### config.mk
export PLATFORM = sky130hd
export DESIGN_NAME = running_prefix_average
export DESIGN_NICKNAME = d
export VERILOG_FILES = /design/src/rpa_pkg.sv /design/src/running_prefix_average.sv /design/src/rpa_dpath.sv /design/src/rpa_ctrl.sv
export SDC_FILE = /design/constraint.sdc
export NUM_CORES = 1
export LEC_CHECK = 0
export ABC_AREA = 1
export BUFFER_PORTS_ARGS = -buffer_cell sky130_fd_sc_hd__clkbuf_2
export CAP_MARGIN = 20
export CORE_ASPECT_RATIO = 0.6
export CORE_MARGIN = 2
export CORE_UTILIZATION = 35
export DETAILED_ROUTE_END_ITERATION = 10
export REMOVE_ABC_BUFFERS = 1
export SYNTH_ARGS = -nofsm -noshare
export SYNTH_HDL_FRONTEND = slang
export SYNTH_SLANG_ARGS = --single-unit
### constraint.sdc
create_clock -name clock -period 3.1 [get_ports clock]
set_clock_uncertainty 0.1 [all_clocks]
set_input_delay 0.465 -clock clock [delete_from_list [all_inputs] [get_ports clock]]
set_output_delay 0.465 -clock clock [all_outputs]
set_load 0.05 [all_outputs]
### src/rpa_pkg.sv
// ----------------------------------------------------------------------------
// rpa_pkg: shared types and constants for the running prefix average
// Widths of the sample, sum, count and divider paths, and the command
// bundle that the controller sends to the datapath.
// ----------------------------------------------------------------------------
package rpa_pkg;

   localparam int SAMPLE_W    = 16;
   localparam int COUNT_W     = 17;
   localparam int SUM_W       = 32;
   localparam int NUM_W       = 34;   // 2*sum + count
   localparam int DEN_W       = 18;   // 2*count
   localparam int QUOT_W      = 16;   // mean never exceeds the largest sample
   localparam int STEP_W      = 4;    // counts QUOT_W divider iterations
   localparam int RSP_TDATA_W = 40;   // average + sample_count, padded to bytes
   localparam int RSP_PAD_W   = RSP_TDATA_W - SAMPLE_W - COUNT_W;

   localparam logic [COUNT_W-1:0] MAX_COUNT  = 17'd65536;
   localparam logic [STEP_W-1:0]  LAST_STEP  = STEP_W'(QUOT_W - 1);

   // Commands from the controller to the datapath
   typedef struct packed {
      logic update;    // fold the accepted sample into sum and count
      logic load;      // set up numerator and denominator
      logic step;      // one restoring divide iteration
      logic capture;   // move the quotient into the output register
   } rpa_cmd_type;

endpackage

### src/running_prefix_average.sv
// ----------------------------------------------------------------------------
// running_prefix_average: cumulative moving average of a sample stream
// Each transfer on the req channel carries one unsigned 16-bit sample in
// req_tdata and a start flag in req_tuser; a set flag clears the running
// sum and count before the sample is added. Each sample yields exactly one
// transfer on the rsp channel: the mean of all samples since the last
// start, rounded half up, the number of samples in it, and an overflow
// flag in rsp_tuser when the count limit was already reached and the
// sample was dropped.
// One item is in work at a time: after the req transfer a setup step
// loads the restoring divider, which retires one of 16 quotient bits per
// cycle, and the hand-off then moves the result to the output register;
// only after the hand-off is a new item taken.
// The result waits in an output register, so the next sample is accepted
// and worked on while the receiver stalls; only the hand-off waits.
// Reset clears sum, count and the valid flag; the first sample starts a
// new average whatever its start flag.
// ----------------------------------------------------------------------------
module running_prefix_average (
   input  logic                              clock,
   input  logic                              reset,
   input  logic                              req_tvalid,
   output logic                              req_tready,
   input  logic [rpa_pkg::SAMPLE_W-1:0]      req_tdata,   // [15:0] sample
   input  logic                              req_tuser,   // [0] start_req
   output logic                              rsp_tvalid,
   input  logic                              rsp_tready,
   output logic [rpa_pkg::RSP_TDATA_W-1:0]   rsp_tdata,   // [15:0] average,
                                                          // [32:16] sample_count,
                                                          // [39:33] zero
   output logic                              rsp_tuser    // [0] overflow
);
   import rpa_pkg::*;

   rpa_cmd_type        cmd;
   logic [SAMPLE_W-1:0] average;
   logic [COUNT_W-1:0]  sample_count;

   // Controller
   rpa_ctrl u_ctrl (
      .clock      (clock),
      .reset      (reset),
      .req_tvalid (req_tvalid),
      .req_tready (req_tready),
      .rsp_tvalid (rsp_tvalid),
      .rsp_tready (rsp_tready),
      .cmd        (cmd)
   );

   // Datapath
   rpa_dpath u_dpath (
      .clock        (clock),
      .reset        (reset),
      .cmd          (cmd),
      .sample       (req_tdata),
      .start_req    (req_tuser),
      .average      (average),
      .sample_count (sample_count),
      .overflow     (rsp_tuser)
   );

   // Pack the result fields, lowest field first
   assign rsp_tdata = {{RSP_PAD_W{1'b0}}, sample_count, average};

endmodule

### src/rpa_dpath.sv
// ----------------------------------------------------------------------------
// rpa_dpath: accumulator, restoring divider and output register
// Keeps the running sum and count, forms (2*sum+count)/(2*count) one
// quotient bit per cycle, and holds the finished result for the receiver.
// ----------------------------------------------------------------------------
module rpa_dpath (
   input  logic                           clock,
   input  logic                           reset,
   input  rpa_pkg::rpa_cmd_type           cmd,
   input  logic [rpa_pkg::SAMPLE_W-1:0]   sample,
   input  logic                           start_req,
   output logic [rpa_pkg::SAMPLE_W-1:0]   average,
   output logic [rpa_pkg::COUNT_W-1:0]    sample_count,
   output logic                           overflow
);
   import rpa_pkg::*;

   logic [SUM_W-1:0]   sum_ff, sum_in;
   logic [COUNT_W-1:0] count_ff, count_in;
   logic               ovf_ff, ovf_in;
   logic [SUM_W-1:0]   sum_base;
   logic [COUNT_W-1:0] count_base;

   logic [NUM_W-1:0]   num;
   logic [DEN_W-1:0]   rem_ff, rem_in;
   logic [DEN_W-1:0]   den_ff, den_in;
   logic [QUOT_W-1:0]  quo_ff, quo_in;
   logic [DEN_W:0]     trial;

   logic [SAMPLE_W-1:0] avg_ff;
   logic [COUNT_W-1:0]  cnt_out_ff;
   logic                ovf_out_ff;

   // Fold in the sample unless the count limit is reached
   always_comb begin
      sum_base   = start_req ? '0 : sum_ff;
      count_base = start_req ? '0 : count_ff;
      sum_in     = sum_ff;
      count_in   = count_ff;
      ovf_in     = ovf_ff;
      if (cmd.update) begin
         if (count_base < MAX_COUNT) begin
            sum_in   = sum_base + SUM_W'(sample);
            count_in = count_base + COUNT_W'(1);
            ovf_in   = 1'b0;
         end else begin
            sum_in   = sum_base;
            count_in = count_base;
            ovf_in   = 1'b1;
         end
      end
   end

   always_ff @(posedge clock) begin
      if (reset) begin
         sum_ff   <= '0;
         count_ff <= '0;
         ovf_ff   <= 1'b0;
      end else begin
         sum_ff   <= sum_in;
         count_ff <= count_in;
         ovf_ff   <= ovf_in;
      end
   end

   // Restoring divider: remainder starts below the divisor, quotient fits 16 bits
   assign num   = {1'b0, sum_ff, 1'b0} + NUM_W'(count_ff);
   assign trial = {rem_ff, quo_ff[QUOT_W-1]} - {1'b0, den_ff};

   always_comb begin
      rem_in = rem_ff;
      quo_in = quo_ff;
      den_in = den_ff;
      if (cmd.load) begin
         rem_in = num[NUM_W-1:QUOT_W];
         quo_in = num[QUOT_W-1:0];
         den_in = {count_ff, 1'b0};
      end else if (cmd.step) begin
         if (!trial[DEN_W]) begin
            rem_in = trial[DEN_W-1:0];
            quo_in = {quo_ff[QUOT_W-2:0], 1'b1};
         end else begin
            rem_in = {rem_ff[DEN_W-2:0], quo_ff[QUOT_W-1]};
            quo_in = {quo_ff[QUOT_W-2:0], 1'b0};
         end
      end
   end

   always_ff @(posedge clock) begin
      rem_ff <= rem_in;
      quo_ff <= quo_in;
      den_ff <= den_in;
   end

   // Hold the finished result until the controller captures the next one
   always_ff @(posedge clock) begin
      if (cmd.capture) begin
         avg_ff     <= quo_ff;
         cnt_out_ff <= count_ff;
         ovf_out_ff <= ovf_ff;
      end
   end

   assign average      = avg_ff;
   assign sample_count = cnt_out_ff;
   assign overflow     = ovf_out_ff;

endmodule

### src/rpa_ctrl.sv
// ----------------------------------------------------------------------------
// rpa_ctrl: sequencing controller
// Accepts one item, runs the divider for all quotient bits, and hands the
// result to the output register once it is free.
// ----------------------------------------------------------------------------
module rpa_ctrl (
   input  logic                  clock,
   input  logic                  reset,
   input  logic                  req_tvalid,
   output logic                  req_tready,
   output logic                  rsp_tvalid,
   input  logic                  rsp_tready,
   output rpa_pkg::rpa_cmd_type  cmd
);
   import rpa_pkg::*;

   typedef enum logic [1:0] {
      IDLE,
      LOAD,
      DIVIDE,
      FINISH
   } state_type;

   state_type         state_ff, state_in;
   logic [STEP_W-1:0] step_ff, step_in;
   logic              rsp_valid_ff, rsp_valid_in;
   logic              out_free;

   assign out_free = !rsp_valid_ff || rsp_tready;

   // Next state and commands
   always_comb begin
      state_in    = state_ff;
      step_in     = step_ff;
      cmd         = '0;
      unique case (state_ff)
         IDLE: begin
            if (req_tvalid) begin
               cmd.update = 1'b1;
               state_in   = LOAD;
            end
         end
         LOAD: begin
            cmd.load = 1'b1;
            step_in  = LAST_STEP;
            state_in = DIVIDE;
         end
         DIVIDE: begin
            cmd.step = 1'b1;
            if (step_ff == '0) begin
               state_in = FINISH;
            end else begin
               step_in = step_ff - STEP_W'(1);
            end
         end
         FINISH: begin
            if (out_free) begin
               cmd.capture = 1'b1;
               state_in    = IDLE;
            end
         end
         default: state_in = IDLE;
      endcase
      rsp_valid_in = cmd.capture ? 1'b1 : (rsp_tready ? 1'b0 : rsp_valid_ff);
   end

   // Hold state, step counter and output valid
   always_ff @(posedge clock) begin
      if (reset) begin
         state_ff     <= IDLE;
         step_ff      <= '0;
         rsp_valid_ff <= 1'b0;
      end else begin
         state_ff     <= state_in;
         step_ff      <= step_in;
         rsp_valid_ff <= rsp_valid_in;
      end
   end

   assign req_tready = (state_ff == IDLE);
   assign rsp_tvalid = rsp_valid_ff;

endmodule
# ---- After elaboration in Yosys (flattened, before gate mapping)
# Cells that the tools add are included.
dict set report word_totals {
  register_bits 142
  inputBits 21
  out_inout_bits 43
  elab_cells 59
}
dict set report classes {
  add_sub_neg 5
  n_lt_le_gt_ge 1
  eq_ne 7
  muxes 25
  n_reduce_logical 9
}
# cell n
set ops {}
lappend ops {{32-bit two-way mux} 2}
lappend ops {{18-bit two-way mux} 3}
lappend ops {{33-bit by 17-bit adder with 34-bit output} 1}
lappend ops {{17-bit two-way mux} 2}
lappend ops {{32-bit by 16-bit adder with 32-bit output} 1}
lappend ops {{16-bit two-way mux} 2}
lappend ops {{19-bit by 18-bit subtractor with 19-bit output} 1}
lappend ops {{17-bit by 1-bit adder with 17-bit output, second input constant} 1}
lappend ops {{17-bit less-than comparator, second input constant} 1}
lappend ops {{1-bit two-way mux} 10}
lappend ops {{2-bit case mux with 4 select lines} 1}
lappend ops {{4-bit case mux with 2 select lines} 1}
lappend ops {{2-bit two-way mux} 3}
lappend ops {{2-bit nonzero test} 3}
lappend ops {{2-bit == test, second input constant} 2}
lappend ops {{4-bit logical NOT} 1}
lappend ops {{4-bit two-way mux} 1}
lappend ops {{2-bit by 1-bit inequality test with 1-bit output, second input constant} 2}
lappend ops {{2-bit inequality test, second input constant} 2}
lappend ops {{4-bit by 1-bit subtractor with 4-bit output, second input constant} 1}
lappend ops {{3-bit AND reduction} 1}
lappend ops {{2-bit by 1-bit == test with 1-bit output, second input constant} 1}
lappend ops {{2-bit logical NOT} 1}
lappend ops {{2-bit AND reduction} 1}
lappend ops {{2 further kinds} 2}

# ---- Longest topological paths before layout
# Gate-level depths: netlist of the first run.
dict set report depth {
  word_depth 5
  mapped_depth 16
  ltp_nobuf 15
}

# ---- Modules after synthesis
# A second synthesis of the first run with hierarchy kept.
dict set report unflattened {
  hier_cells 1423
  hier_area_um2 10038.4
}
# module n_inst cells_each area_each_um2 seq_area_each_um2
set modules_own_cells {}
lappend modules_own_cells {rpa_dpath 1 1350 9529.1 3553.4}
lappend modules_own_cells {rpa_ctrl 1 65 452.9 140.1}
lappend modules_own_cells {running_prefix_average 1 8 56.3 0.0}

# ---- Worst setup path after synthesis of the first run
# OpenSTA, ideal clock, no wires.
dict set report synth_path {
  kind {reg-to-reg}
  start {register u_ctrl.rsp_valid_ff, in the netlist u_ctrl.rsp_tvalid}
  end {register u_dpath.avg_ff[0], in the netlist u_dpath.average[0] (enable)}
  setup_ns 0.436
  arrival_time_ns 2.256
  required_ns 2.564
  slack_ns 0.307
  path_stages_with_launch 2
  n_path_buf 0
  synth_period_minus_slack_ns 2.793
  cell_sequence {dfxtp_1 > a21oi_1}
}
# element line
set synth_lines {}
lappend synth_lines {{from (decl)} rpa_ctrl.sv:26} ;# logic rsp_valid_ff, rsp_valid_in;
lappend synth_lines {{from (signal assigned)} rpa_ctrl.sv:76} ;# rsp_valid_ff <= rsp_valid_in;
lappend synth_lines {{to (signal assigned)} rpa_dpath.sv:98} ;# avg_ff <= quo_ff;
lappend synth_lines {{to (decl)} rpa_dpath.sv:30} ;# logic [SAMPLE_W-1:0] avg_ff;

# ---- Worst setup path after layout of the first run
dict set report layout_path {
  start {register u_dpath.count_ff[1]}
  end {register u_dpath.rem_ff[5], data pin}
}
dict set report layout_via {
  elab_chain_len 2
}
# element line
set layout_lines {}
lappend layout_lines {{from (decl)} rpa_dpath.sv:19} ;# logic [COUNT_W-1:0] count_ff, count_in;
lappend layout_lines {{from (signal assigned)} rpa_dpath.sv:61} ;# count_ff <= count_in;
lappend layout_lines {{33-bit by 17-bit adder with 34-bit output} rpa_dpath.sv:67} ;# assign num = {1'b0, sum_ff, 1'b0} + NUM_W'(count_ff);
lappend layout_lines {{18-bit two-way mux} rpa_dpath.sv:74} ;# if (cmd.load) begin
lappend layout_lines {{named net u_dpath.rem_in[5]} rpa_dpath.sv:25} ;# logic [DEN_W-1:0] rem_ff, rem_in;
lappend layout_lines {{to (signal assigned)} rpa_dpath.sv:90} ;# rem_ff <= rem_in;
lappend layout_lines {{to (decl)} rpa_dpath.sv:25}
# The timed path passes the listed nets, and every way through them passes these cells.
# A chain may end at the register's enable or synchronous reset.

==> impl_summary.log, run 1 <==
[metrics] worst reg-to-reg setup slack: 0.35 ns
[metrics] DIE WIDTH: 223 um
[metrics] clock latency of the later-clocked register in the worst-skew pair: 0.45 ns
[metrics] hold violation count in the final report: 0
[metrics] aggregate global routing overflow: 0
[metrics] number of max-capacitance violations reported: 0
[metrics] share of cell area taken by muxes after synthesis: 0
[metrics] highest routing layer actually used: met5
[metrics] critical path data arrival time: 2.83 ns
[metrics] pin count of the biggest net entering global routing: 48
[metrics] clock net sink count: 142
[metrics] Synth Area in Simple Gates: 0.342
[metrics] die area: 0.0302 sq mm
[metrics] leading cell type in the layout, fill and taps excluded: sky130_fd_sc_hd__nand2_1
[metrics] final net count: 1567
[metrics] Pins Over Slew Limit: 0
[metrics] floorplan row count: 48
[metrics] post-CTS setup buffers: 0
[metrics] number of stages on the worst hold path: 4
[metrics] number of input and output port buffers inserted: 56
[metrics] static leakage power: 5.41 nW
[metrics] maximum count of clock buffers along a single path: 2
[metrics] drt pass-1 iters: 5
[metrics] mean post-synth cell area: 7.14 sq um
[metrics] VDD IR max: 0.000572 V
[metrics] setup repair after global routing missed its margin: no
[metrics] Finished Cell Area: 0.0115 sq mm
[metrics] HP Class: input port to flip-flop
[metrics] Reg-to-Reg End: u_dpath.rem_ff[5]$_DFFE_PP_
[metrics] worst-case headroom to the max-slew limit: 0.535
[metrics] compound-cell area share of the yosys netlist: 0.0997
[metrics] post-synthesis register bit count: 142
[metrics] number of cells on the worst reg-to-reg path: 11
[metrics] initial antenna violation count: 1
[metrics] DRC viols: 0
[metrics] I/O Pins: 64
[metrics] parity-gate share of the synthesized area counting xor and xnor cells: 0.0174
[metrics] post-DR wirelength/cell: 17.6 um
[metrics] antenna fix cells: 0
[metrics] WS Path Type: flip-flop to flip-flop
[metrics] initial core utilization: 0.354
[metrics] via total after detailed routing: 9691
[metrics] maximum level of the CTS H-tree: 4
[metrics] master cell of the clock root buffer: sky130_fd_sc_hd__clkbuf_16
[metrics] Tcrit/Tclk final: 0.886
[metrics] Power, Total: 10.5 mW
[metrics] die height: 136 um
[metrics] setup total negative slack: 0 ns
[metrics] crit-path leading delay family: simple AND/OR/NAND/NOR gates
[metrics] endpoint type of the worst setup path: flip-flop
[metrics] slew at the pin closest to its max-slew limit: 0.697 ns
[metrics] count of distinct cell types in the synthesized netlist: 50
[metrics] number of violations reported at the end of detailed-routing iteration 0: 1030
[metrics] global-route wire length before repair: 51.4 mm
[metrics] share of final-layout standard cells stronger than drive strength 1: 0.129
[metrics] end point of the most critical hold path: u_ctrl.rsp_tvalid$_SDFFE_PP0P_
[metrics] count of buffering cells on the critical path with inverters included: 1
[metrics] wire length on met1: 17.2 mm
[metrics] Post-CTS Hold Buffers: 0
[metrics] TritonCTS clock tree: built
[metrics] CTS Buf Count: 17
[metrics] met2 routed wirelength: 11.9 mm
[metrics] cell with the most instances on the worst path: sky130_fd_sc_hd__nand3_1
[metrics] maximum frequency from static timing analysis: 364 MHz
[metrics] final critical path time including I/O delays and setup: 2.75 ns
[metrics] outcome: finished, final reports clean
[metrics] overall routed net length: 32.9 mm
[metrics] final number of setup-violating endpoints: 0
[metrics] Resize count post-CTS: 0
[metrics] Worst Path Required: 3.19 ns
[metrics] fraction of the yosys area taken by sequential cells: 0.366
[metrics] largest family of logic cells by synthesized area: simple AND/OR/NAND/NOR gates
[metrics] startpoint type of the worst setup path: flip-flop
[metrics] post-detailed-route via-to-cell ratio: 5.17
[metrics] commonest cells after routing, fill and taps aside: sky130_fd_sc_hd__nand2_1 (395), sky130_fd_sc_hd__inv_1 (191), sky130_fd_sc_hd__nand3_1 (126)
[metrics] delay of the slowest cell on the worst path: 0.42 ns
[metrics] clock-pin slew on the worst setup and hold paths: 0.07 ns
[metrics] Area growth syn-to-layout: 14.1%
[metrics] share of synthesized cell area in full adder, half adder and majority cells: 0.0742
[metrics] met3 wire length: 3.44 mm
[metrics] area of the core: 0.0285 sq mm
[metrics] cells after synthesis: 1414
[metrics] power density of the placed cells: 910 mW/mm^2
[metrics] RePlAce Congestion: 0.929
[metrics] slowest cell on the critical path: sky130_fd_sc_hd__dfxtp_1
[metrics] synthesis warning total: 0
[metrics] GRT Total Usage: 0.226
[metrics] Reg2Reg Launch Point: u_dpath.count_ff[1]$_SDFFE_PP0P_
[metrics] remaining antenna violation count: 0
[metrics] startpoint of the most critical hold path: rsp_tready
[metrics] Mapped Area: 0.0101 sq mm
[metrics] maximum fanout count along the critical path: 4
[metrics] HPWL Detailed: 26.1 mm
[metrics] vias in the first global route: 8781
[metrics] DP Area: 0.0109 sq mm
[metrics] critical path cell sequence: ha_1 -> inv_1 -> fa_1 -> o21ai_2 -> nand3_1 -> nand3_1 -> nand3_1 -> nand2_1 -> nand2_1 -> nand3_1 -> nand2_1
[report_power, final]
part	internal, mW	switching (mW)	leakage, nW
Sequential	2.81	0.321	1.27
Clock	1.29	0.920	0.303
Combinational	1.60	3.52	3.84
[how the worst max path moves through the flow]
| stage | start | endpoint | slack, ns | cells after the start |
|---|---|---|---|---|
| floorplan | u_ctrl.rsp_tvalid$_SDFFE_PP0P_ | u_dpath.average[0]$_DFFE_PP_ | 0.31 | 1 |
| global placement | req_tuser | u_dpath.sum_ff[23]$_SDFFE_PP0P_ | 0.34 | 12 |
| detailed placement | req_tuser | u_dpath.sum_ff[12]$_SDFFE_PP0P_ | 0.22 | 13 |
| CTS | u_dpath.count_ff[1]$_SDFFE_PP0P_ | u_dpath.rem_ff[5]$_DFFE_PP_ | 0.46 | 11 |
| global route | u_dpath.count_ff[1]$_SDFFE_PP0P_ | u_dpath.rem_ff[3]$_DFFE_PP_ | 0.24 | 13 |
| finish | u_dpath.count_ff[1]$_SDFFE_PP0P_ | u_dpath.rem_ff[5]$_DFFE_PP_ | 0.35 | 11 |
[sequential cells by signal, indices dropped and copies added, names as in the netlist]
name / count
u_ctrl.rsp_tvalid: 1
u_ctrl.state_ff: 2
u_ctrl.step_ff: 4
u_dpath.average: 16
u_dpath.count_ff: 17
u_dpath.den_ff: 17
u_dpath.overflow: 1
u_dpath.ovf_ff: 1
u_dpath.quo_ff: 16
u_dpath.rem_ff: 18
u_dpath.sample_count: 17
u_dpath.sum_ff: 32
[metal layers]
layer,up-vias,global-route usage
met3,26,0.0692
met4,2,0.0459
met1,4500,0.356
li1,4776,-
met2,387,0.292
met5,-,0
[worst min-delay path, delay by kind of cell]
family | cells | cell delay [ns]
buffers and inverters | 2 | 0.13
AND/OR/NAND/NOR | 1 | 0.08
AO/OA/AOI/OAI | 1 | 0.06
[kinds of logic after synthesis]
logic type | count (synthesis)
DFF | 142
buffers and inverters | 249
other | 1
xor gates and xnor gates | 20
adders and majority gates | 58
AOI/OAI and AO/OA | 189
and+or+nand+nor | 755
[final cells by class]
| cell class | instances | area (sq um) |
|---|---|---|
| Sequential cell | 142 | 3690 |
| Timing Repair Buffer | 88 | 520 |
| Inverter | 210 | 791 |
| Clock buffer | 17 | 425 |
| Tap cell | 375 | 469 |
| Fill cell | 2964 | 17000 |
| Clock inverter | 15 | 195 |
| Multi-Input combinational cell | 1029 | 5420 |
[Yosys cell counts, drive strengths merged]
| master | instances | area (sq um) |
|---|---|---|
| nand3 | 149 | 876 |
| ha | 55 | 688 |
| conb | 1 | 3.75 |
| a21oi | 100 | 504 |
| clkbuf | 16 | 60.1 |
| a31oi | 3 | 18.8 |
| nor2 | 130 | 536 |
| o22ai | 1 | 6.26 |
| nand2 | 406 | 1580 |
| o211ai | 1 | 7.51 |
| nor3b | 3 | 27.5 |
| o21ai | 68 | 344 |
| nand4 | 14 | 87.6 |
| a211oi | 5 | 37.5 |
| buf | 23 | 164 |
| a21boi | 1 | 7.51 |
| nor3 | 19 | 110 |
| nor4 | 7 | 43.8 |
| clkinv | 2 | 7.51 |
| and3 | 2 | 12.5 |
| o21bai | 4 | 30.0 |
| edfxtp | 85 | 2550 |
| nand3b | 18 | 135 |
| inv | 208 | 783 |
| xnor2 | 14 | 123 |
| a221oi | 4 | 35.0 |
| dfxtp | 57 | 1140 |
| a22oi | 2 | 15.0 |
| and2 | 3 | 18.8 |
| or2 | 4 | 25.0 |
| fa | 3 | 60.1 |
| xor2 | 6 | 52.6 |
[per-stage QoR]
stage	std cells	hold WS, ns	setup WS [ns]	utilization
after CTS	1876	0.241	0.458	0.403
after global placement	1844	0.316	0.337	0.382
after global routing	1876	0.292	0.241	0.403
after floorplan	1381	0.303	0.307	-
after detailed placement	1844	0.339	0.220	0.382
final	1876	0.251	0.354	0.403
No activity file was read; power rests on OpenSTA's default activity.
==> run 2, diff against run 1 <==
CELL_PAD_IN_SITES_DETAIL_PLACEMENT = 1   (was default)
CELL_PAD_IN_SITES_GLOBAL_PLACEMENT = 1   (was default)
PLACE_DENSITY_LB_ADDON = 0.1   (was default)
clock period = 3.42 ns   (was 3.1 ns; I/O delays follow)
==> impl_summary.log, run 2 (synthesized netlist as in run 1, its figures left out) <==
[metrics] sequential share of power: 0.302 (was 0.300)
[metrics] Switching Fraction: 0.466 (was 0.455)
[metrics] die area: 0.0302 sq mm (unchanged)
[metrics] VDD IR max: 0.000453 V (was 0.000572 V)
[metrics] final core utilization: 0.401 (was 0.403)
[metrics] endpoint type of the worst setup path: flip-flop (unchanged)
[metrics] master cell of the clock root buffer: sky130_fd_sc_hd__clkbuf_16 (unchanged)
[metrics] HP Class: input port to flip-flop (unchanged)
[metrics] Worst path depth: 13 (was 11)
[metrics] number of placed instances, taps included: 1843 (was 1844)
[metrics] combinational power share: 0.502 (was 0.489)
[metrics] critical path cell sequence: ha_1 -> inv_1 -> fa_1 -> o21ai_2 -> nand2_1 -> nand2_1 -> nand2_1 -> nand2_1 -> nand2_1 -> nand2_1 -> nand2_1 -> nand3_1 -> nand2_1 (was ha_1 -> inv_1 -> fa_1 -> o21ai_2 -> nand3_1 -> nand3_1 -> nand3_1 -> nand2_1 -> nand2_1 -> nand3_1 -> nand2_1)
[metrics] setup total negative slack: 0 ns (unchanged)
[metrics] number of violations reported at the end of detailed-routing iteration 0: 763 (was 1030)
[metrics] floorplan row count: 48 (unchanged)
[metrics] total net switching power: 4.41 mW (was 4.76 mW)
[metrics] GRT Total Usage: 0.250 (was 0.226)
[metrics] flip-flop count of the largest register after layout: 32 (unchanged)
[metrics] cell with the most instances on the worst path: sky130_fd_sc_hd__nand2_1 (was sky130_fd_sc_hd__nand3_1)
[metrics] hold violation count in the final report: 0 (unchanged)
[metrics] Post-CTS Hold Buffers: 0 (unchanged)
[metrics] vias in the first global route: 9606 (was 8781)
[metrics] maximum count of clock buffers along a single path: 2 (unchanged)
[metrics] share of final-layout standard cells stronger than drive strength 1: 0.127 (was 0.129)
[metrics] die height: 136 um (unchanged)
[metrics] power density of the placed cells: 826 mW/mm^2 (was 910 mW/mm^2)
[metrics] Area growth syn-to-layout: 13.5% (was 14.1%)
[metrics] maximum frequency from static timing analysis: 353 MHz (was 364 MHz)
[metrics] number of input and output port buffers inserted: 56 (unchanged)
[metrics] DIE WIDTH: 223 um (unchanged)
[metrics] area of the core: 0.0285 sq mm (unchanged)
[metrics] post-route insts no fill: 1875 (was 1876)
[metrics] clock-pin slew on the worst setup and hold paths: 0.07 ns (about the same)
[metrics] slew at the pin closest to its max-slew limit: 0.649 ns (was 0.697 ns)
[metrics] number of max-capacitance violations reported: 0 (unchanged)
[metrics] I/O Pins: 64 (unchanged)
[metrics] via total after detailed routing: 9707 (was 9691)
[metrics] Clock Power Share: 0.196 (was 0.211)
[metrics] Pins Over Slew Limit: 0 (unchanged)
[metrics] post-CTS setup buffers: 0 (unchanged)
[metrics] count of buffering cells on the critical path with inverters included: 1 (unchanged)
[metrics] aggregate global routing overflow: 0 (unchanged)
[metrics] Resize count post-CTS: 0 (unchanged)
[metrics] critical path data arrival time: 2.94 ns (was 2.83 ns)
[metrics] clock net sink count: 142 (unchanged)
[metrics] TritonCTS clock tree: built (unchanged)
[metrics] CTS Buf Count: 17 (unchanged)
[metrics] setup repair after global routing missed its margin: no (unchanged)
[metrics] final critical path time including I/O delays and setup: 2.83 ns (was 2.75 ns)
[metrics] final net count: 1566 (was 1567)
[metrics] initial core utilization: 0.354 (unchanged)
[metrics] leading cell type in the layout, fill and taps excluded: sky130_fd_sc_hd__nand2_1 (unchanged)
[metrics] pin count of the biggest net entering global routing: 42 (was 48)
[metrics] final number of setup-violating endpoints: 0 (unchanged)
[metrics] outcome: finished, final reports clean (unchanged)
[metrics] number of cells on the worst reg-to-reg path: 13 (was 11)
[metrics] maximum fanout count along the critical path: 4 (unchanged)
[metrics] static leakage power: 5.38 nW (was 5.41 nW)
[metrics] number of stages on the worst hold path: 4 (unchanged)
[metrics] slowest cell on the critical path: sky130_fd_sc_hd__dfxtp_1 (unchanged)
[metrics] internal power of the cells: 5.05 mW (was 5.71 mW)
[metrics] startpoint type of the worst setup path: flip-flop (unchanged)
[metrics] Most flops, register: u_dpath.sum_ff (unchanged)
[metrics] post-DR wirelength/cell: 19.4 um (was 17.6 um)
[metrics] total of fill cells in the finished design: 3611 (was 2964)
[metrics] remaining antenna violation count: 0 (unchanged)
[metrics] worst-case headroom to the max-slew limit: 0.563 (was 0.535)
[metrics] drt pass-1 iters: 5 (unchanged)
[metrics] commonest cells after routing, fill and taps aside: sky130_fd_sc_hd__nand2_1 (395), sky130_fd_sc_hd__inv_1 (191), sky130_fd_sc_hd__nand3_1 (126) (unchanged)
[metrics] RePlAce Congestion: 0.868 (was 0.929)
[metrics] antenna fix cells: 0 (unchanged)
[metrics] initial antenna violation count: 2 (was 1)
[metrics] crit-path leading delay family: simple AND/OR/NAND/NOR gates (unchanged)
[metrics] Worst Path Required: 3.53 ns (was 3.19 ns)
[metrics] WS Path Type: flip-flop to flip-flop (unchanged)
[metrics] DRC viols: 0 (unchanged)
[metrics] Tcrit/Tclk final: 0.827 (was 0.886)
[metrics] registers with the most flip-flops: u_dpath.sum_ff: 32 flops, u_dpath.rem_ff: 18 flops (unchanged)
[metrics] HPWL Detailed: 29.3 mm (was 26.1 mm)
[metrics] post-detailed-route via-to-cell ratio: 5.18 (was 5.17)
[metrics] clock latency of the later-clocked register in the worst-skew pair: 0.46 ns (was 0.45 ns)
[metrics] maximum level of the CTS H-tree: 4 (unchanged)
[metrics] overall routed net length: 36.4 mm (was 32.9 mm)
[metrics] delay of the slowest cell on the worst path: 0.45 ns (was 0.42 ns)
[metrics] global-route wire length before repair: 56.9 mm (was 51.4 mm)
-- run 2: tightest hold or removal path, cell delays in order --
cell	delay [ns]
sky130_fd_sc_hd__clkbuf_2	0.08
sky130_fd_sc_hd__inv_1	0.06
sky130_fd_sc_hd__nand2_1	0.08
sky130_fd_sc_hd__a21oi_1	0.06
-- run 2: through the flow --
stage | setup WS, ns | hold slack, ns | instance area [sq um] | total power, mW
6_report | 0.590 | 0.292 | 11400 | 9.46
5_1_grt | 0.380 | 0.302 | 11400 | 10.2
4_1_cts | 0.621 | 0.274 | 11400 | 9.48
3_5_place_dp | 0.308 | 0.316 | 10900 | 7.60
3_3_place_gp | 0.397 | 0.319 | 10900 | 7.48
2_1_floorplan | 0.627 | 0.303 | 9890 | 6.16
-- run 2: path summary, 6_finish.rpt --
path | slack [ns] | from | end
max | 0.59 | u_dpath.count_ff[1]$_SDFFE_PP0P_ | u_dpath.rem_ff[3]$_DFFE_PP_
min | 0.29 | rsp_tready | u_ctrl.rsp_tvalid$_SDFFE_PP0P_
max reg2reg | 0.59 | u_dpath.count_ff[1]$_SDFFE_PP0P_ | u_dpath.rem_ff[3]$_DFFE_PP_
min reg2reg | 0.35 | u_dpath.ovf_ff$_SDFFE_PP0P_ | u_dpath.overflow$_DFFE_PP_
-- run 2: cell type report --
cell class	instances	area, sq um	share of cell area
clock buffer	20	457	0.0399
clock inverter	12	111	0.00973
inverter	210	791	0.0691
multi-input combinational	1029	5420	0.473
sequential	142	3690	0.323
tap	375	469	0.0410
timing repair buffer	87	513	0.0448
-- run 2: power by group through the flow --
| stage | Combinational (mW) | Sequential (mW) | Clock, mW |
|---|---|---|---|
| floorplan | 3.18 | 2.98 | 0 |
| detailed placement | 4.70 | 2.90 | 0 |
| finish | 4.75 | 2.86 | 1.85 |
| global route | 5.30 | 2.91 | 1.97 |
| global placement | 4.59 | 2.89 | 0 |
| CTS | 4.72 | 2.86 | 1.89 |
-- run 2: metal layers --
metal	part of all wire	vias up	track usage	routed length [um]
met5	0	-	0	0
met4	0.012	0	0.0608	440
met3	0.060	33	0.0421	2190
met2	0.38	246	0.345	13800
met1	0.55	4657	0.396	20000
li1	-	4771	-	-
==> run 3, diff against run 2 <==
ABC_AREA = 0   (was 1)
clock period = 2.75 ns   (was 3.42 ns; I/O delays follow)
==> impl_summary.log, run 3 <==
[metrics] overall routed net length: 27.8 mm (was 36.4 mm)
[metrics] cell with the most instances after synthesis: sky130_fd_sc_hd__nand2_1 (unchanged)
[metrics] vias in the first global route: 7330 (was 9606)
[metrics] top cells by area, synth: sky130_fd_sc_hd__edfxtp_1 (30%), sky130_fd_sc_hd__dfxtp_1 (13%), sky130_fd_sc_hd__ha_1 (8.1%) (was sky130_fd_sc_hd__edfxtp_1 (25%), sky130_fd_sc_hd__nand2_1 (15%), sky130_fd_sc_hd__dfxtp_1 (11%))
[metrics] initial antenna violation count: 0 (was 2)
[metrics] final number of setup-violating endpoints: 18 (was 0)
[metrics] count of distinct cell types in the synthesized netlist: 67 (was 50)
[metrics] area of the core: 0.0241 sq mm (was 0.0285 sq mm)
[metrics] area taken by multi-input logic gates: 0.00511 sq mm (was 0.00542 sq mm)
[metrics] Switching Fraction: 0.372 (was 0.466)
[metrics] via total after detailed routing: 7499 (was 9707)
[metrics] Most flops, register: u_dpath.sum_ff (unchanged)
[metrics] setup repair after global routing missed its margin: yes (was no)
[metrics] die area: 0.0257 sq mm (was 0.0302 sq mm)
[metrics] synthesis warning total: 0 (unchanged)
[metrics] initial core utilization: 0.355 (was 0.354)
[metrics] critical path data arrival time: 3.06 ns (was 2.94 ns)
[metrics] master cell of the clock root buffer: sky130_fd_sc_hd__clkbuf_16 (unchanged)
[metrics] VDD IR max: 0.000564 V (was 0.000453 V)
[metrics] worst reg-to-reg setup slack: -0.24 ns (was 0.59 ns)
[metrics] RePlAce Congestion: 0.795 (was 0.868)
[metrics] CTS Buf Count: 17 (unchanged)
[metrics] drt pass-1 iters: 5 (unchanged)
[metrics] Pins Over Slew Limit: 0 (unchanged)
[metrics] power density of the placed cells: 1020 mW/mm^2 (was 826 mW/mm^2)
[metrics] flip-flop count of the largest register after layout: 32 (unchanged)
[metrics] share of final-layout standard cells stronger than drive strength 1: 0.343 (was 0.127)
[metrics] maximum frequency from static timing analysis: 334 MHz (was 353 MHz)
[metrics] setup total negative slack: -3.44 ns (was 0 ns)
[metrics] Clock Power Share: 0.216 (was 0.196)
[metrics] Worst Path Required: 2.82 ns (was 3.53 ns)
[metrics] pin count of the biggest net entering global routing: 63 (was 42)
[metrics] hold violation count in the final report: 0 (unchanged)
[metrics] worst setup margin: -0.243 ns (was 0.590 ns)
[metrics] endpoint type of the worst setup path: flip-flop (unchanged)
[metrics] Tcrit/Tclk final: 1.09 (was 0.827)
[metrics] area taken by flip-flops and latches: 0.00371 sq mm (was 0.00369 sq mm)
[metrics] Mapped Area: 0.00853 sq mm (was 0.0101 sq mm)
[metrics] clock net sink count: 142 (unchanged)
[metrics] total net switching power: 4.48 mW (was 4.41 mW)
[metrics] maximum level of the CTS H-tree: 4 (unchanged)
[metrics] clock latency of the later-clocked register in the worst-skew pair: 0.44 ns (was 0.46 ns)
[metrics] commonest cells after routing, fill and taps aside: sky130_fd_sc_hd__buf_4 (174), sky130_fd_sc_hd__nand2_1 (87), sky130_fd_sc_hd__edfxtp_1 (85) (was sky130_fd_sc_hd__nand2_1 (395), sky130_fd_sc_hd__inv_1 (191), sky130_fd_sc_hd__nand3_1 (126))
[metrics] startpoint type of the worst setup path: flip-flop (unchanged)
[metrics] top cell types by occurrence after synthesis: sky130_fd_sc_hd__nand2_1 (88), sky130_fd_sc_hd__edfxtp_1 (85), sky130_fd_sc_hd__nor2_1 (72) (was sky130_fd_sc_hd__nand2_1 (395), sky130_fd_sc_hd__inv_1 (191), sky130_fd_sc_hd__nand3_1 (126))
[metrics] registers with the most flip-flops: u_dpath.sum_ff: 32 flops, u_dpath.rem_ff: 18 flops (unchanged)
[metrics] die height: 125 um (was 136 um)
[metrics] clock-pin slew on the worst setup and hold paths: 0.06 ns (was 0.07 ns)
[metrics] static leakage power: 4.82 nW (was 5.38 nW)
[metrics] TritonCTS clock tree: built (unchanged)
[metrics] floorplan row count: 44 (was 48)
[metrics] ys async rst share: 0 (unchanged)
[metrics] final core utilization: 0.492 (was 0.401)
[metrics] outcome: finished with violations (was finished, final reports clean)
[metrics] I/O Pins: 64 (unchanged)
[metrics] final net count: 1198 (was 1566)
[metrics] antenna fix cells: 0 (unchanged)
[metrics] DRC viols: 0 (unchanged)
[metrics] violations in the final reports: setup timing
[metrics] remaining antenna violation count: 0 (unchanged)
[metrics] maximum count of clock buffers along a single path: 2 (unchanged)
[metrics] cells after synthesis: 883 (was 1414)
[metrics] biggest area consumer among synthesized cells: sky130_fd_sc_hd__edfxtp_1 (unchanged)
[metrics] area share of the largest cell type after synthesis: 0.299 (was 0.253)
[metrics] slew at the pin closest to its max-slew limit: 0.774 ns (was 0.649 ns)
[metrics] global-route wire length before repair: 42.1 mm (was 56.9 mm)
[metrics] combinational power share: 0.500 (was 0.502)
[metrics] HP Class: input port to flip-flop (unchanged)
[metrics] GRT Total Usage: 0.216 (was 0.250)
[metrics] fraction of the yosys area taken by sequential cells: 0.433 (was 0.366)
[metrics] maximum fanout count along the critical path: 16 (was 4)
[metrics] mean post-synth cell area: 9.66 sq um (was 7.14 sq um)
[metrics] post-detailed-route via-to-cell ratio: 5.16 (was 5.18)
[metrics] sequential share of power: 0.284 (was 0.302)
[metrics] Area growth syn-to-layout: 38.7% (was 13.5%)
[metrics] Power, Total: 12.0 mW (was 9.46 mW)
[metrics] number of max-capacitance violations reported: 0 (unchanged)
[metrics] WS Path Type: flip-flop to flip-flop (unchanged)
[metrics] flip-flop cell with the highest count after synthesis: sky130_fd_sc_hd__edfxtp_1 (unchanged)
[metrics] number of enable-type register cells in the synthesized netlist: 85 (unchanged)
[metrics] internal power of the cells: 7.55 mW (was 5.05 mW)
[metrics] aggregate global routing overflow: 0 (unchanged)
[metrics] HPWL Detailed: 20.2 mm (was 29.3 mm)
[metrics] DIE WIDTH: 206 um (was 223 um)
[metrics] final critical path time including I/O delays and setup: 2.99 ns (was 2.83 ns)
[metrics] hold_ws: 0.216 ns (was 0.292 ns)
[metrics] Setup WS pre-CTS: -0.465 ns (was 0.308 ns)
[metrics] post-synthesis register bit count: 142 (unchanged)
[metrics] number of input and output port buffers inserted: 56 (unchanged)
[metrics] worst-case headroom to the max-slew limit: 0.479 (was 0.563)
[metrics] number of violations reported at the end of detailed-routing iteration 0: 413 (was 763)
[metrics] leading cell type in the layout, fill and taps excluded: sky130_fd_sc_hd__buf_4 (was sky130_fd_sc_hd__nand2_1)
[metrics] post-DR wirelength/cell: 19.1 um (was 19.4 um)
[metrics] total of fill cells in the finished design: 2703 (was 3611)
-- run 3: layer usage --
layer  routed length, um  vias to the layer above  GRT usage  part of all wire
li1                    -                     3655          -                 -
met1               15500                     3711      0.358              0.56
met2               11100                      118      0.280              0.40
met3                 948                       15     0.0407             0.034
met4                 233                        0     0.0516            0.0084
met5                   0                        -          0                 0
-- run 3: critical path: stages (launching register included) --
cell and delay (ns):
sky130_fd_sc_hd__edfxtp_1 0.41, sky130_fd_sc_hd__ha_1 0.30, sky130_fd_sc_hd__nor2b_4 0.13, sky130_fd_sc_hd__o31a_1 0.29
sky130_fd_sc_hd__o211ai_4 0.28, sky130_fd_sc_hd__a21oi_4 0.11, sky130_fd_sc_hd__a311o_1 0.31, sky130_fd_sc_hd__xor2_2 0.21
sky130_fd_sc_hd__buf_12 0.20, sky130_fd_sc_hd__mux2i_4 0.25, sky130_fd_sc_hd__mux2i_1 0.11
-- run 3: cell families after synthesis --
family / synth area share
adders and majority gates: 0.0877
DFF: 0.433
muxes: 0.0513
AOI/OAI and AO/OA: 0.153
buffers and inverters: 0.0384
other: 0.000440
and+or+nand+nor: 0.170
xor gates and xnor gates: 0.0657
-- run 3: timing repair --
action | CTS | global route
gates cloned | 0 | 0
buffers inserted | 4 | 25
resized for setup | 24 | 118
hold endpoints to repair | 0 | 0
pin swaps | 7 | 53
endpoints found under the setup margin | 42 | 50
hold buffers | 0 | 0
-- run 3: area by class of cell --
cell class,instances,share of cell area
Clock inverter,9,0.0129
Inverter,43,0.0136
Tap cell,322,0.0340
Clock buffer,23,0.0430
Sequential cell,142,0.313
Timing Repair Buffer,244,0.151
Multi-Input combinational cell,671,0.432
-- run 3: final timing paths --
kind / end / start / depth (start not counted)
setup / recovery: u_dpath.rem_ff[7]$_DFFE_PP_ / u_dpath.rem_ff[1]$_DFFE_PP_ / 10
hold / removal: u_ctrl.rsp_tvalid$_SDFFE_PP0P_ / rsp_tready / 4
setup reg to reg: u_dpath.rem_ff[7]$_DFFE_PP_ / u_dpath.rem_ff[1]$_DFFE_PP_ / 10
hold reg to reg: u_dpath.overflow$_DFFE_PP_ / u_dpath.ovf_ff$_SDFFE_PP0P_ / 0
-- run 3: per-stage QoR --
| step | instances | instance area, sq um |
|---|---|---|
| CTS | 1430 | 11100 |
| detailed placement | 1394 | 10300 |
| global placement | 1394 | 10300 |
| global route | 1454 | 11800 |
| finish | 1454 | 11800 |
| floorplan | 856 | 8390 |
-- run 3: power groups by stage --
| stage | Combinational, mW | Clock, mW | Sequential, mW |
|---|---|---|---|
| floorplan | 3.17 | 0 | 3.45 |
| global placement | 5.19 | 0 | 3.42 |
| detailed placement | 5.29 | 0 | 3.42 |
| CTS | 5.50 | 2.65 | 3.39 |
| global route | 6.56 | 2.75 | 3.47 |
| finish | 6.02 | 2.60 | 3.42 |
